==> config.mk <==
export PLATFORM = sky130hd
export DESIGN_NAME = card_frame_crc_checker_top_flat
export DESIGN_NICKNAME = d
export VERILOG_FILES = /design/src/design/cfcc_pkg.sv /design/src/design/cfcc_if.sv /design/src/design/cfcc_frame_core.sv /design/src/design/card_frame_crc_checker_top.sv /design/src/flat_wrapper.sv
export VERILOG_INCLUDE_DIRS = /design/src /design/src/design
export SDC_FILE = /design/constraint.sdc
export NUM_CORES = 1
export LEC_CHECK = 0
export ABC_AREA = 0
export BUFFER_PORTS_ARGS = -buffer_cell sky130_fd_sc_hd__clkbuf_2
export CAP_MARGIN = 40
export CORE_MARGIN = 5
export CORE_UTILIZATION = 57
export DETAILED_ROUTE_END_ITERATION = 6
export GPL_TIMING_DRIVEN = 0
export PLACE_DENSITY = 0.85
export SLEW_MARGIN = 20
export SYNTH_ARGS = -nofsm -noshare
export SYNTH_HDL_FRONTEND = slang
export SYNTH_SLANG_ARGS = --single-unit
==> constraint.sdc <==
create_clock -name clk -period 4.9 [get_ports clk]
set_input_delay 0.49 -clock clk [delete_from_list [all_inputs] [get_ports clk]]
set_output_delay 0.49 -clock clk [all_outputs]
set_load 0.01 [all_outputs]
==> src/design/card_frame_crc_checker_top_assert.svh <==
// Assertion macros for the card frame CRC checker.
// Each macro expects clk and rst to be visible where it is used.
`ifndef CARD_FRAME_CRC_CHECKER_TOP_ASSERT_SVH
`define CARD_FRAME_CRC_CHECKER_TOP_ASSERT_SVH
`ifndef SYNTHESIS
`define CFCC_ASSERT_SAME(name, cond, prop) \
  name: assert property (@(posedge clk) disable iff (rst) (cond) |-> (prop)) \
    else $error("cfcc assertion failed");
`define CFCC_ASSERT_NEXT(name, cond, prop) \
  name: assert property (@(posedge clk) disable iff (rst) (cond) |=> (prop)) \
    else $error("cfcc assertion failed");
`else
`define CFCC_ASSERT_SAME(name, cond, prop)
`define CFCC_ASSERT_NEXT(name, cond, prop)
`endif
`endif

==> src/design/cfcc_pkg.sv <==
package cfcc_pkg;

  localparam logic [7:0]  HEAD0    = 8'h55;
  localparam logic [7:0]  HEAD1    = 8'hAA;
  localparam logic [7:0]  TAIL0    = 8'hAA;
  localparam logic [7:0]  TAIL1    = 8'h55;
  localparam logic [15:0] CRC_POLY = 16'h1021;

  // Byte positions within a frame.
  localparam logic [3:0] POS_HEAD0   = 4'd0;
  localparam logic [3:0] POS_HEAD1   = 4'd1;
  localparam logic [3:0] POS_ID0     = 4'd2;
  localparam logic [3:0] POS_ID1     = 4'd3;
  localparam logic [3:0] POS_ID2     = 4'd4;
  localparam logic [3:0] POS_ID3     = 4'd5;
  localparam logic [3:0] POS_CRC_HI  = 4'd6;
  localparam logic [3:0] POS_CRC_LO  = 4'd7;
  localparam logic [3:0] POS_TAIL0   = 4'd8;
  localparam logic [3:0] POS_TAIL1   = 4'd9;
  localparam logic [3:0] FRAME_LEN   = 4'd10;

  typedef struct packed {
    logic        done;
    logic [31:0] card_number;
    logic        frame_ok;
    logic [15:0] computed_crc;
  } frame_result_t;

  // CRC-16 with polynomial 0x1021, MSB first, one byte folded in.
  function automatic logic [15:0] crc_byte(input logic [15:0] crc_in, input logic [7:0] data);
    logic [15:0] crc;
    crc = crc_in ^ {data, 8'h00};
    for (int k = 0; k < 8; k++) begin
      if (crc[15]) begin
        crc = {crc[14:0], 1'b0} ^ CRC_POLY;
      end else begin
        crc = {crc[14:0], 1'b0};
      end
    end
    return crc;
  endfunction

endpackage

==> src/design/cfcc_if.sv <==
interface cfcc_in_if;
  logic       valid;
  logic       ready;
  logic [7:0] rx_byte;
  logic       start_of_frame;

  modport source (output valid, output rx_byte, output start_of_frame, input ready);
  modport sink (input valid, input rx_byte, input start_of_frame, output ready);
endinterface

interface cfcc_out_if;
  logic        valid;
  logic        ready;
  logic [31:0] card_number;
  logic        frame_ok;
  logic [15:0] computed_crc;

  modport source (output valid, output card_number, output frame_ok, output computed_crc,
                  input ready);
  modport sink (input valid, input card_number, input frame_ok, input computed_crc,
                output ready);
endinterface

==> src/design/cfcc_frame_core.sv <==
module cfcc_frame_core (
  input  logic                   clk,
  input  logic                   rst,
  input  logic                   step,
  input  logic [7:0]             rx_byte,
  input  logic                   start_of_frame,
  output cfcc_pkg::frame_result_t frame_result
);

  logic [3:0]  position;
  logic [15:0] crc;
  logic [31:0] id;
  logic        match;

  logic [3:0]  pos_eff;
  logic [15:0] crc_base;
  logic [31:0] id_base;
  logic        match_base;
  logic [15:0] crc_next;
  logic [31:0] id_next;
  logic        match_next;
  logic        done;

  always_comb begin
    pos_eff    = position;
    crc_base   = crc;
    id_base    = id;
    match_base = match;
    // A start flag, or a position that cannot normally arise, begins a fresh frame.
    if (start_of_frame || position >= cfcc_pkg::FRAME_LEN) begin
      pos_eff    = cfcc_pkg::POS_HEAD0;
      crc_base   = '0;
      id_base    = '0;
      match_base = 1'b1;
    end
    crc_next   = crc_base;
    id_next    = id_base;
    match_next = match_base;
    case (pos_eff)
      cfcc_pkg::POS_HEAD0: begin
        if (rx_byte != cfcc_pkg::HEAD0) match_next = 1'b0;
      end
      cfcc_pkg::POS_HEAD1: begin
        if (rx_byte != cfcc_pkg::HEAD1) match_next = 1'b0;
      end
      cfcc_pkg::POS_ID0, cfcc_pkg::POS_ID1, cfcc_pkg::POS_ID2, cfcc_pkg::POS_ID3: begin
        id_next  = {id_base[23:0], rx_byte};
        crc_next = cfcc_pkg::crc_byte(crc_base, rx_byte);
      end
      cfcc_pkg::POS_CRC_HI: begin
        if (rx_byte != crc_base[15:8]) match_next = 1'b0;
      end
      cfcc_pkg::POS_CRC_LO: begin
        if (rx_byte != crc_base[7:0]) match_next = 1'b0;
      end
      cfcc_pkg::POS_TAIL0: begin
        if (rx_byte != cfcc_pkg::TAIL0) match_next = 1'b0;
      end
      default: begin
        if (rx_byte != cfcc_pkg::TAIL1) match_next = 1'b0;
      end
    endcase
    done = (pos_eff == cfcc_pkg::POS_TAIL1);
  end

  assign frame_result.done         = done;
  assign frame_result.card_number  = id_base;
  assign frame_result.frame_ok     = match_next;
  assign frame_result.computed_crc = crc_base;

  always_ff @(posedge clk) begin
    if (rst) begin
      position <= cfcc_pkg::POS_HEAD0;
      crc      <= '0;
      id       <= '0;
      match    <= 1'b1;
    end else if (step) begin
      if (done) begin
        position <= cfcc_pkg::POS_HEAD0;
        crc      <= '0;
        id       <= '0;
        match    <= 1'b1;
      end else begin
        position <= 4'(pos_eff + 4'd1);
        crc      <= crc_next;
        id       <= id_next;
        match    <= match_next;
      end
    end
  end

endmodule

==> src/design/card_frame_crc_checker_top.sv <==
// A byte is registered on acceptance and checked from that register; the frame result is
// loaded into the output register when the tenth byte moves on, and is offered from there.
// Throughput: one byte per cycle; a waiting result holds the tenth byte of the next frame.
// Reset (rst, synchronous, active high) empties both registers and starts a fresh frame.
module card_frame_crc_checker_top (
  input logic          clk,
  input logic          rst,
  cfcc_in_if.sink      byte_in,
  cfcc_out_if.source   result
);

  logic                    in_valid;
  logic [7:0]              in_byte;
  logic                    in_sof;
  logic                    out_valid;
  logic                    out_free;
  logic                    step;
  cfcc_pkg::frame_result_t frame_result;

  cfcc_frame_core u_core (
    .clk            (clk),
    .rst            (rst),
    .step           (step),
    .rx_byte        (in_byte),
    .start_of_frame (in_sof),
    .frame_result   (frame_result)
  );

  // A byte that finishes a frame may only move on when the result slot is free.
  assign out_free      = !out_valid || result.ready;
  assign step          = in_valid && (!frame_result.done || out_free);
  assign byte_in.ready = !in_valid || step;
  assign result.valid  = out_valid;

  always_ff @(posedge clk) begin
    if (rst) begin
      in_valid <= 1'b0;
    end else if (byte_in.ready) begin
      in_valid <= byte_in.valid;
    end
  end

  always_ff @(posedge clk) begin
    if (byte_in.valid && byte_in.ready) begin
      in_byte <= byte_in.rx_byte;
      in_sof  <= byte_in.start_of_frame;
    end
  end

  always_ff @(posedge clk) begin
    if (rst) begin
      out_valid <= 1'b0;
    end else if (step && frame_result.done) begin
      out_valid <= 1'b1;
    end else if (result.ready) begin
      out_valid <= 1'b0;
    end
  end

  always_ff @(posedge clk) begin
    if (step && frame_result.done) begin
      result.card_number  <= frame_result.card_number;
      result.frame_ok     <= frame_result.frame_ok;
      result.computed_crc <= frame_result.computed_crc;
    end
  end

`include "card_frame_crc_checker_top_assert.svh"

  `CFCC_ASSERT_NEXT(a_held_byte_kept, in_valid && !step, in_valid)
  `CFCC_ASSERT_NEXT(a_frame_end_gives_result, step && frame_result.done, out_valid)
  `CFCC_ASSERT_SAME(a_no_result_overwrite, out_valid && !result.ready, !(step && frame_result.done))

endmodule

==> src/flat_wrapper.sv <==
// flat-port wrapper written by rule: the top's interface ports become plain ports
module card_frame_crc_checker_top_flat 
  (clk, rst, byte_in_valid, byte_in_rx_byte, byte_in_start_of_frame, byte_in_ready, result_valid, result_card_number, result_frame_ok, result_computed_crc, result_ready);
  cfcc_in_if byte_in_i ();
  cfcc_out_if result_i ();
  input logic clk;
  input logic rst;
  input wire logic [$bits(byte_in_i.valid)-1:0] byte_in_valid;
  input wire logic [$bits(byte_in_i.rx_byte)-1:0] byte_in_rx_byte;
  input wire logic [$bits(byte_in_i.start_of_frame)-1:0] byte_in_start_of_frame;
  output wire logic [$bits(byte_in_i.ready)-1:0] byte_in_ready;
  output wire logic [$bits(result_i.valid)-1:0] result_valid;
  output wire logic [$bits(result_i.card_number)-1:0] result_card_number;
  output wire logic [$bits(result_i.frame_ok)-1:0] result_frame_ok;
  output wire logic [$bits(result_i.computed_crc)-1:0] result_computed_crc;
  input wire logic [$bits(result_i.ready)-1:0] result_ready;
  assign byte_in_i.valid = byte_in_valid;
  assign byte_in_i.rx_byte = byte_in_rx_byte;
  assign byte_in_i.start_of_frame = byte_in_start_of_frame;
  assign byte_in_ready = byte_in_i.ready;
  assign result_valid = result_i.valid;
  assign result_card_number = result_i.card_number;
  assign result_frame_ok = result_i.frame_ok;
  assign result_computed_crc = result_i.computed_crc;
  assign result_i.ready = result_ready;
  card_frame_crc_checker_top u_core (.clk(clk), .rst(rst), .byte_in(byte_in_i), .result(result_i));
endmodule
* After elaboration in Yosys (flattened, before gate mapping) *
Cells that the tools add are included.

cells by class
  bitwise gates (word level) = 9
  magnitude comparators = 1
  equality and inequality tests = 13
  add/subtract/negate cells = 1
  reduce and logical (&&, ||, !) cells = 13
  multiplexer cells = 32

operators by type and width
  operator               number
  $mux W16               10
  $mux W13               8
  $mux W32               3
  $not A3 Y3             8
  $eq A4 B3 Y1 const B   4
  $ne A8 B8 Y1           2
  $xor A16 B16 Y16       1
  $eq A4 B2 Y1 const B   2
  $eq A4 B4 Y1 const B   2
  $mux W1                8
  $mux W4                2
  $ne A8 B7 Y1 const B   1
  $ne A8 B8 Y1 const B   1
  $add A4 B1 Y4 const B  1
  $eq A4 B1 Y1 const B   1
  $ge A4 B4 Y1 const B   1
  $logic_or A1 B1 Y1     4
  $pmux W1 S4            1
  $reduce_or A4 Y1       1
  $logic_and A1 B1 Y1    3
  $logic_not A1 Y1       3
  $reduce_bool A2 Y1     1
  $reduce_or A2 Y1       1

word-level totals
  register bits after elaboration = 113
  bits of input ports = 13
  output and inout bits = 51
  word-level logic and storage cells = 80

* Longest topological paths before layout *
Gate-level depths: netlist (run 1).

  word-level depth = 29
  depth in mapped cells = 10

* Modules after synthesis *
A second synthesis (run 1) with hierarchy kept.

second synthesis, totals
  cell total of the unflattened synthesis = 448
  area, all modules = 4923.5 um^2

by module, submodules not included
  module                      instances  area an instance (um^2)  sequential area each (um^2)  cells each
  cfcc_frame_core             1          3078.0                   1061.0                       378
  card_frame_crc_checker_top  1          1845.5                   1781.7                       70

* Worst setup path before layout (run 1) *
No wires, ideal clock.

  kind = register to register
  from = register u_core.in_valid
  to = register u_core.u_core.match
  cell stages (with the launch flop) = 8
  path slack = 1.426 ns
  clock period less this slack = 3.474 ns
  buffers on the path = 1
  data arrival time = 3.416 ns
  cell sequence = dfxtp_1 -> clkbuf_1 -> inv_1 -> a41o_1 -> nor2_1 -> nor2_1 -> o211ai_1 -> o2bb2a_2

on the way
  word-level cells in the longest chain between the ends = 1

ends and longest elaborated chain
  element                 RTL line                          source
  start, declared         card_frame_crc_checker_top.sv:12  logic in_valid;
  start signal, assigned  card_frame_crc_checker_top.sv:39  in_valid <= byte_in.valid;
  $logic_and A1 B1 Y1     card_frame_crc_checker_top.sv:31  assign step = in_valid && (!frame_result.done || out_free);
  end signal, assigned    cfcc_frame_core.sv:87             match <= match_next;
  end, declared           cfcc_frame_core.sv:13             logic match;

No other way between the ends.
A chain may end at the register's enable or synchronous reset.

* Worst setup path in the final report (run 1) *
  from = register u_core.in_sof
  to = register u_core.u_core.id[23]

on the way
  word-level cells in the longest chain between the ends = 6

ends and longest elaborated chain
  element                                               RTL line                                                 source
  start, declared                                       card_frame_crc_checker_top.sv:14                         logic in_sof;
  start signal, assigned                                card_frame_crc_checker_top.sv:46                         in_sof <= byte_in.start_of_frame;
  $logic_or A1 B1 Y1 (*)                                cfcc_frame_core.sv:30                                    if (start_of_frame || position >= cfcc_pkg::FRAME_LEN) begin
  $mux W4                                               cfcc_frame_core.sv:30
  $eq A4 B2 Y1 (tied with other cells)                  cfcc_frame_core.sv:39                                    case (pos_eff)
  $reduce_or A4 Y1 or $logic_not A1 Y1 (tied branches)  cfcc_frame_core.sv:39, card_frame_crc_checker_top.sv:31
  $mux W32 or $logic_or A1 B1 Y1 (tied branches)        cfcc_frame_core.sv:39, card_frame_crc_checker_top.sv:31
  $mux W32 or $logic_and A1 B1 Y1 (tied branches)       cfcc_frame_core.sv:78, card_frame_crc_checker_top.sv:31
  end signal, assigned                                  cfcc_frame_core.sv:86                                    id <= id_next;
  end, declared                                         cfcc_frame_core.sv:12                                    logic [31:0] id;

Mark *: on every way between the ends. The rest lies on a longest branch, timed or not.

==> results of run 1 <==
metal layers:
metal	vias to the layer above	GRT usage	share of wire
met1	1791	0.2820	0.42
met2	162	0.3764	0.49
met5	-	0	0
li1	1776	-	-
met4	0	0.1026	0.019
met3	17	0.06631	0.075
state kept, by name, summed over array words and instances (netlist names):
register	flops
u_core.in_sof	1
u_core.u_core.match	1
u_core.u_core.id	32
u_core.result.frame_ok	1
u_core.in_valid	1
u_core.in_byte	8
u_core.u_core.crc	16
u_core.result.card_number	32
u_core.u_core.position	4
u_core.result.valid	1
u_core.result.computed_crc	16
power by group:
part / leakage [nW] / switching (mW) / total (mW) / internal, mW
Sequential: 0.952 / 0.00540 / 1.00 / 0.996
Clock: 0.304 / 0.478 / 1.27 / 0.793
Combinational: 0.941 / 0.0856 / 0.132 / 0.0462
Total: 2.20 / 0.569 / 2.40 / 1.84
path summary, 6_finish.rpt:
kind | startpoint | end | slack [ns] | cells past startpoint
max | u_core.in_sof | u_core.u_core.id[23] | 2.61 | 8
min | byte_in_rx_byte[3] | u_core.in_byte[3] | 0.14 | 1
max reg2reg | u_core.in_sof | u_core.u_core.id[23] | 2.61 | 8
min reg2reg | u_core.u_core.id[27] | u_core.u_core.id[27] | 0.51 | 2
cell families after synthesis:
kind of cell	after synthesis	synth area share
AO/OA/AOI/OAI	90	0.1339
flip-flops	113	0.5762
multiplexers	2	0.004311
AND/OR/NAND/NOR	161	0.1778
XOR/XNOR	35	0.06366
buffers and inverters	43	0.04413
cell type report:
class                      count  area, µm²
buffer                        36      191.4
inverter                       7      26.28
clock buffer                  17      414.1
tap                          108      135.1
multi-input combinational    288       1881
timing repair buffer          65      372.9
clock inverter                15      198.9
sequential                   113       2843
fill                         628       2531
placed cells by master, fill, tap and decap left out, types with 6 or more instances in the layout:
cell / n
xnor2_1: 29
edfxtp_1: 58
nand2_1: 10
nand3_1: 9
a31oi_1: 7
and2_1: 41
clkbuf_2: 62
clkbuf_1: 15
nor2_1: 67
buf_2: 12
a21oi_1: 7
inv_1: 7
clkbuf_16: 16
dfxtp_1: 55
a22oi_1: 45
nor4bb_1: 6
nor3_1: 7
per-stage QoR:
stage | setup slack [ns] | power, mW | util | cell area, µm²
2_1_floorplan | 1.426 | 1.115 | - | 4933
3_3_place_gp | 0.4194 | 1.145 | 0.6259 | 5379
3_5_place_dp | 2.672 | 1.149 | 0.6332 | 5441
4_1_cts | 2.602 | 2.413 | 0.7046 | 6055
5_1_grt | 2.469 | 2.476 | 0.7054 | 6062
6_report | 2.610 | 2.405 | 0.7054 | 6062
worst max-delay path, cell delays in order, from the launching register on:
cell and delay, ns:
edfxtp_1 0.39, buf_2 0.23, nor2_1 0.27, nand2_1 0.18, nor2_1 0.14, buf_2 0.25
buf_1 0.44, a22oi_1 0.16, nor2_1 0.14
==> summary.md, run 1 <==
| Metric | Value |
|---|---|
| Status | `finished, final reports clean` |
| Root Buffer | `clkbuf_8` |
| First-pass GRT wire length | `18.52 mm` |
| Drt first pass iters | `6` |
| Crit end category | `flop` |
| Final worst path period share | `0.4674` |
| Max Slew Vio Count | `0` |
| Syn Inst Count | `444` |
| Max-slew headroom | `0.5914` |
| Min Hold Slack | `0.1392 ns` |
| #FFs+latches synth | `113` |
| Post-route antenna net violation count | `0` |
| Final net count | `541` |
| P&R area growth vs syn | `22.88%` |
| Post-synth EDFFs | `58` |
| Data required, critical path | `5.35 ns` |
| Setup Buffers After CTS | `0` |
| Net Count, Synth | `457` |
| Slew @ Worst Pin | `0.6129 ns` |
| Final WL | `11.46 mm` |
| Largest net degree at the start of global routing | `27` |
| Final min period | `2.290 ns` |
| Num CTS Buffers | `17` |
| Max-Cap Viols | `0` |
| Wire per inst | `17.66 µm` |
| Via count | `3,746` |
| Post-Syn Area per Cell | `11.11 µm²` |
| Routability Congestion | `0.9361` |
| Top-count cell post-synth | `nor2_1` |
| CTS tree | `done` |
| Hold Fails Final Rpt | `0` |
| Pwr dens | `396.7 nW/µm²` |
| Ys flop type | `edfxtp_1` |
| Non-filler instance count after layout | `649` |
| Vias in the first global route | `3,732` |
| Fmax | `436.6 MHz` |
| Die W | `103.0 µm` |
| Count of cells resized by post-cts repair | `0` |
| Ports | `64` |
| Seq/Total Area, Yosys | `0.5762` |
| Initial Util | `0.5741` |
| Synth top cells by count | `nor2_1 (68), edfxtp_1 (58), dfxtp_1 (55)` |
| Worst Path Max Fanout | `10` |
| Clock Skew | `0.006835 ns` |
| Row cnt | `34` |
| Initial antenna violation count | `0` |
| Synth top area share | `0.3530` |
| RSZ-0062 raised after global routing | `false` |
| Top cells by area, synth | `edfxtp_1 (35%), dfxtp_1 (22%), a22oi_1 (6.8%), and2_1 (5.2%), nor2_1 (5.2%)` |
| Total GRT Usage | `0.2297` |
| CTS H-Tree Depth | `4` |
| WP data arrival | `2.74 ns` |
| Crit path kind | `reg2reg` |
| Global route overflow | `0` |
| Yosys top cell by area | `edfxtp_1` |
| Synth warnings | `0` |
| DRT iter0 DRCs | `219` |
| Core outline area | `8593 µm²` |
| Syn Std Cell Area | `4933 µm²` |
| Diodes inserted | `0` |
| Cts hold-fix bufs | `0` |
| Worst-skew pair later-pin latency | `0.52 ns` |
| Peak VDD IR | `0.2599 mV` |
| Clk sink count | `113` |
| Port Buf Inserts | `62` |
| Static Leakage | `2.197 nW` |
| Setup TNS | `0 ns` |
| Startpoint types | `flop` |
| Worst-case clock buffer depth | `2` |
| Async S/R FF share, synth | `0` |
| Final setup viols | `0` |
| Die ar. | `10,620 µm²` |
| HP Class | `in2reg` |
| DR vias/cell | `5.772` |
| Post-synth cell types | `53` |
| Layout cell share with drive strength beyond 1 | `0.2440` |
| Clk pin slew, worst setup/hold paths | `0.06 ns` |
| Detailed-placement wirelength estimate | `7.925 mm` |
| Post-Place Cells | `616` |
| DR DRC count | `0` |
| Die H | `103.0 µm` |
(Power assumes the default switching activity.)
==> run 2: changes to the inputs <==
Settings changed: ABC_AREA 0 to 1, CORE_UTILIZATION 57 to 58, PLACE_DENSITY 0.85 to 0.86.
Clock period 4.9 ns to 2.24 ns, I/O delays scaled along.
==> run 2 against run 1 <==
Against the previous run: worst hold slack got worse by 0.10 ns; global-route usage grew 5.3 points; clock skew increased by 0.0011 ns; clock power is 120% higher; synthesized cell count rose by 51%; sequential share of layout area down 3.9 points; final area is 9.1% higher; core utilization up 2.4 points; cell count rose by 37%; critical path type unchanged.
==> summary.md, run 2 <==
| Metric | Value |
|---|---|
| Hold EP | `u_core.in_valid` |
| DRT iter0 DRCs | `603` |
| Port Buf Inserts | `62` |
| Reg2reg end | `u_core.result.frame_ok` |
| Clk sink count | `113` |
| Seq/Total Area, Yosys | `0.5356` |
| Diodes inserted | `0` |
| Final min period | `2.163 ns` |
| Total GRT Usage | `0.2829` |
| Proportion of synthesized area in mux cells | `0` |
| Wire per inst | `17.28 µm` |
| Yosys top cell by area | `edfxtp_1` |
| Setup ws final | `0.07714 ns` |
| Ys flop type | `edfxtp_1` |
| Via count | `5,183` |
| Worst Path Max Fanout | `10` |
| Top cells by area, synth | `edfxtp_1 (33%), dfxtp_1 (21%), nand2_1 (15%), a21oi_1 (8.4%), inv_1 (5.1%)` |
| Worst-case clock buffer depth | `2` |
| Combinational family with the most area after synthesis | `simple AND/OR/NAND/NOR gates` |
| Synth top area share | `0.3281` |
| Multi-input logic area | `2051 µm²` |
| P&R area growth vs syn | `24.61%` |
| Clock Skew | `0.007966 ns` |
| Die ar. | `11,160 µm²` |
| Clk pin slew, worst setup/hold paths | `0.06 ns` |
| Startpoint types | `flop` |
| Post-Layout Inst Area | `6614 µm²` |
| CTS tree | `done` |
| Worst-skew pair later-pin latency | `0.53 ns` |
| Peak VDD IR | `0.5875 mV` |
| Final WL | `15.41 mm` |
| Data required, critical path | `2.53 ns` |
| Static Leakage | `2.937 nW` |
| Final net count | `781` |
| Synth Area in Simple Gates | `0.2390` |
| Non-filler instance count after layout | `892` |
| Vias in the first global route | `4,850` |
| Commonest non-fill, non-tap cells in the layout | `nand2_1 (212), a21oi_1 (89), inv_1 (68)` |
| FF-to-FF Start | `u_core.u_core.position[3]` |
| Largest net degree at the start of global routing | `42` |
| Drt first pass iters | `5` |
| Slew @ Worst Pin | `0.7017 ns` |
| Ports | `64` |
| Pre-CTS setup slack | `-0.2555 ns` |
| Final setup viols | `0` |
| Num CTS Buffers | `17` |
| Post-synth EDFFs | `58` |
| Max Slew Vio Count | `0` |
| HP Class | `in2reg` |
| Status | `finished, final reports clean` |
| Biggest registers after layout | `u_core.result.card_number x32, u_core.u_core.id x32` |
| Initial antenna violation count | `0` |
| Hold path depth | `4` |
| Max-Cap Viols | `0` |
| Crit path kind | `reg2reg` |
| Syn Inst Count | `669` |
| Crit end category | `flop` |
| Net Count, Synth | `682` |
| Filler cells | `643` |
| Register area | `2843 µm²` |
| Post-synth cell types | `23` |
| Post-route antenna net violation count | `0` |
| Post-Syn Area per Cell | `7.934 µm²` |
| DR vias/cell | `5.811` |
| Pwr dens | `822.7 nW/µm²` |
| Most common cell after layout, fill and taps aside | `nand2_1` |
| Post-synthesis adder-cell area fraction | `0` |
| Global route overflow | `0` |
| Core outline area | `9065 µm²` |
| Dpl cell area | `5818 µm²` |
| CTS H-Tree Depth | `4` |
| Post-Place Cells | `843` |
| #FFs+latches synth | `113` |
| Synth top cells by count | `nand2_1 (214), a21oi_1 (89), inv_1 (72)` |
| First-pass GRT wire length | `24.63 mm` |
| Setup TNS | `0 ns` |
| Post-layout util | `0.7296` |
| Fmax | `462.4 MHz` |
| Top-count cell post-synth | `nand2_1` |
| Max-slew headroom | `0.5322` |
| Routability Congestion | `0.9751` |
| R2R setup slack | `0.08 ns` |
| Layout cell share with drive strength beyond 1 | `0.1933` |
| Area share of xor/xnor cells in the synthesized design | `0` |
| Synth warnings | `0` |
| Tot Pwr | `5.441 mW` |
| Detailed-placement wirelength estimate | `10.62 mm` |
| WP data arrival | `2.45 ns` |
| Root Buffer | `clkbuf_8` |
| Worst Min Path Start | `result_ready` |
| Worst r2r path cells | `14` |
| Async S/R FF share, synth | `0` |
| Syn Std Cell Area | `5308 µm²` |
| DR DRC count | `0` |
| Initial Util | `0.5855` |
| Row cnt | `35` |
| Die H | `105.7 µm` |
| Post-synthesis compound-gate area fraction | `0.1398` |
| Min Hold Slack | `0.03710 ns` |
| Hold Fails Final Rpt | `0` |
| Die W | `105.7 µm` |
| Final worst path period share | `0.9656` |
run 2: worst max-delay path by stage:
stage	start	to	slack (ns)	cells past startpoint
after floorplan	u_core.u_core.position[2]	u_core.result.card_number[0]	-0.18	9
after global placement	u_core.u_core.position[3]	u_core.result.computed_crc[14]	-0.69	11
after detailed placement	u_core.u_core.position[3]	u_core.result.computed_crc[0]	-0.26	12
after CTS	u_core.in_sof	byte_in_ready	0.02	7
after global routing	u_core.u_core.position[1]	u_core.u_core.id[14]	-0.01	11
final	u_core.u_core.position[3]	u_core.result.frame_ok	0.08	14
run 2: metal layers:
metal,vias up,routed length (µm),track usage
li1,2408,-,-
met1,2383,6377,0.3800
met2,337,6909,0.4367
met3,55,1591,0.06062
met4,0,531,0.1351
met5,-,0,0
run 2: cell type report:
type,instances,area share
Multi-Input combinational cell,447,0.3101
Sequential cell,113,0.4298
Clock inverter,14,0.02667
Tap cell,111,0.02100
Timing Repair Buffer,80,0.07302
Buffer,35,0.02970
Clock buffer,18,0.06640
Inverter,74,0.04332
run 2: report_power, final:
part,switching (mW),internal [mW]
combinational,0.283,0.121
sequential,0.0375,2.20
clock,1.03,1.77
total,1.35,4.09
run 2: what timing repair did:
item                                    in CTS  in global routing
buffers inserted                             5                  2
hold buffers                                10                  0
gates cloned                                 0                  0
gates resized for setup                      2                 15
endpoints found under the setup margin      52                 18
hold endpoints to repair                    10                  0
pin swaps                                    2                  1
run 2: logic make-up (layout without fill, tap and decap cells):
kind of cell / Yosys count / in the layout
AND/OR/NAND/NOR: 306 / 306
AO/OA/AOI/OAI: 141 / 141
buffers and inverters: 109 / 221
flip-flops: 113 / 113
run 2: critical path, stage by stage (launching register included):
cell and delay, ns:
dfxtp_1 0.31, clkbuf_4 0.18, o21ai_4 0.08, buf_4 0.16, nand2_2 0.08, buf_4 0.26, nor2_2 0.08, nand2_1 0.07
nand2_1 0.10, nand2_1 0.16, inv_1 0.08, nand3_1 0.09, nand3_1 0.14, nand2_1 0.11, inv_1 0.04
==> run 3: changes to the inputs <==
Settings changed: SETUP_SLACK_MARGIN set to 0.1.
==> run 3 against run 2 <==
Against the previous run: the run now ends with design-rule violations left; combinational power about the same; register-to-register slack gained 0.02 ns; non-clock buffer count did not move; global-route usage is 0.079 points higher; largest cell class unchanged; highest routed layer unchanged.
==> summary.md, run 3 (synthesized netlist as in run 2, its figures left out) <==
| Metric | Value |
|---|---|
| Wire per inst | `17.31 µm` |
| Num CTS Buffers | `17` |
| R2R setup slack | `0.10 ns` |
| Routability Congestion | `0.9751` |
| Core outline area | `9065 µm²` |
| Critical path, cell by cell | `clkinv_4 -> clkbuf_2 -> nand4_1 -> nor2_1 -> nand2_1 -> nand3_1 -> nor2_1 -> nor2_1 -> nand3_1 -> nand2_1 -> inv_1` |
| CP dominant cell by count | `nor2_1` |
| Startpoint types | `flop` |
| Hold Fails Final Rpt | `0` |
| Slowest cell on the critical path | `edfxtp_1` |
| CTS H-Tree Depth | `4` |
| Clk pin slew, worst setup/hold paths | `0.06 ns` |
| Max-Cap Viols | `0` |
| Max-slew headroom | `0.5233` |
| Data required, critical path | `2.53 ns` |
| Static Leakage | `2.942 nW` |
| Final worst path period share | `0.9545` |
| Global route overflow | `0` |
| Final net count | `781` |
| Failing checks | `design-rule violations` |
| WP data arrival | `2.43 ns` |
| Worst r2r path cells | `11` |
| Most common cell after layout, fill and taps aside | `nand2_1` |
| Max Slew Vio Count | `0` |
| Biggest registers after layout | `u_core.result.card_number x32, u_core.u_core.id x32` |
| Ports | `64` |
| Commonest non-fill, non-tap cells in the layout | `nand2_1 (211), a21oi_1 (88), inv_1 (68)` |
| Slew @ Worst Pin | `0.7151 ns` |
| Die H | `105.7 µm` |
| Fmax | `467.7 MHz` |
| Layout cell share with drive strength beyond 1 | `0.1985` |
| Initial Util | `0.5855` |
| P&R area growth vs syn | `25.11%` |
| Critical path destination | `u_core.result.frame_ok` |
| GR Layer Usage met2 | `0.4353` |
| Worst Path Max Fanout | `10` |
| Detailed-placement wirelength estimate | `10.62 mm` |
| Post-Place Cells | `843` |
| Largest net degree at the start of global routing | `42` |
| Crit path kind | `reg2reg` |
| Crit end category | `flop` |
| Die ar. | `11,160 µm²` |
| Post-route antenna net violation count | `0` |
| DR vias/cell | `5.803` |
| Initial antenna violation count | `0` |
| Reg2reg end | `u_core.result.frame_ok` |
| M3 GR Usage | `0.06001` |
| Vias in the first global route | `4,867` |
| Non-filler instance count after layout | `892` |
| RSZ-0062 raised after global routing | `true` |
| Largest stage delay, worst path | `0.44 ns` |
| Die W | `105.7 µm` |
| FF-to-FF Start | `u_core.in_sof` |
| Drt first pass iters | `7` |
| Port Buf Inserts | `62` |
| Status | `complete, but fails checks` |
| DRT iter0 DRCs | `573` |
| Final min period | `2.138 ns` |
| Clock Skew | `0.009308 ns` |
| Root Buffer | `clkbuf_8` |
| Final setup viols | `0` |
| HP Class | `in2reg` |
| Total GRT Usage | `0.2836` |
| Diodes inserted | `0` |
| Filler cells | `630` |
| Worst-case clock buffer depth | `2` |
| Dpl cell area | `5818 µm²` |
| Pwr dens | `818.7 nW/µm²` |
| Post-Layout Inst Area | `6640 µm²` |
| Clk sink count | `113` |
| Critical Path Start | `u_core.in_sof` |
| Met1 Use GR | `0.3828` |
| First-pass GRT wire length | `24.65 mm` |
| Peak VDD IR | `0.5872 mV` |
| Worst-skew pair later-pin latency | `0.52 ns` |
| CTS tree | `done` |
| Row cnt | `35` |
| Gr busiest metal | `met2` |
| Via count | `5,176` |
| DR DRC count | `4` |
| Final WL | `15.44 mm` |
| Worst Min Path Start | `result_ready` |
[run 3: changes by cell type in the layout (fill, tap and decap cells not counted), sizes merged]
cell    change
buf         -3
clkbuf      +3
[run 3: metrics by stage]
| stage | setup slack [ns] | util | hold WS, ns | power [mW] | setup TNS [ns] |
|---|---|---|---|---|---|
| floorplan | -0.1796 | - | 0.3229 | 2.506 | -8.800 |
| global placement | -0.6910 | 0.6396 | 0.4007 | 2.622 | -33.60 |
| detailed placement | -0.2555 | 0.6418 | 0.4026 | 2.629 | -10.50 |
| CTS | 0.1052 | 0.7278 | 0.05107 | 5.416 | 0 |
| global route | 0.02742 | 0.7325 | 0.08653 | 5.577 | 0 |
| finish | 0.1018 | 0.7325 | 0.05917 | 5.436 | 0 |
[run 3: what timing repair did]
action                                  4_1_cts  5_1_grt
hold buffers                                 10        0
endpoints found under the hold margin        10        0
pin swaps                                     2        1
endpoints found under the setup margin       69       74
gates resized for setup                       5       21
buffers inserted                              7        0
[run 3: report_power, final]
| part | leakage (nW) | internal (mW) | switching, mW | total, mW |
|---|---|---|---|---|
| Clock | 0.299 | 1.77 | 1.02 | 2.80 |
| Combinational | 1.62 | 0.123 | 0.284 | 0.406 |
| Sequential | 1.03 | 2.20 | 0.0370 | 2.23 |
| Total | 2.94 | 4.09 | 1.34 | 5.44 |
[run 3: final cells by class]
cell class / count / area, µm² / area share
multi-input cells: 447 / 2064 / 0.3109
inverters: 74 / 286.5 / 0.04315
clock inverters: 14 / 176.4 / 0.02657
well taps: 111 / 138.9 / 0.02092
repair buffers: 80 / 483.0 / 0.07273
plain buffers: 35 / 209.0 / 0.03147
clock buffers: 18 / 439.2 / 0.06614
flip-flops and latches: 113 / 2843 / 0.4281
[run 3: worst min path at each step]
| stage | end | slack (ns) | cells past startpoint |
|---|---|---|---|
| final | u_core.result.valid | 0.06 | 4 |
| after global routing | u_core.u_core.id[0] | 0.09 | 2 |
| after CTS | u_core.result.valid | 0.05 | 4 |
| after detailed placement | u_core.in_byte[3] | 0.40 | 1 |
| after global placement | u_core.in_byte[4] | 0.40 | 1 |
| after floorplan | u_core.in_byte[0] | 0.32 | 0 |
[run 3: critical path, delay by kind of cell, from the launching register on]
family                 cells  cell delay, ns
and+or+nand+nor            8            1.01
buffers and inverters      3            0.45
DFF                        1            0.44
[run 3: metal layers]
metal | wire [µm] | vias up | share of wire
met5 | 0 | - | 0
met4 | 479 | 0 | 0.031
met3 | 1688 | 55 | 0.11
met2 | 6997 | 345 | 0.45
met1 | 6279 | 2373 | 0.41
li1 | - | 2403 | -
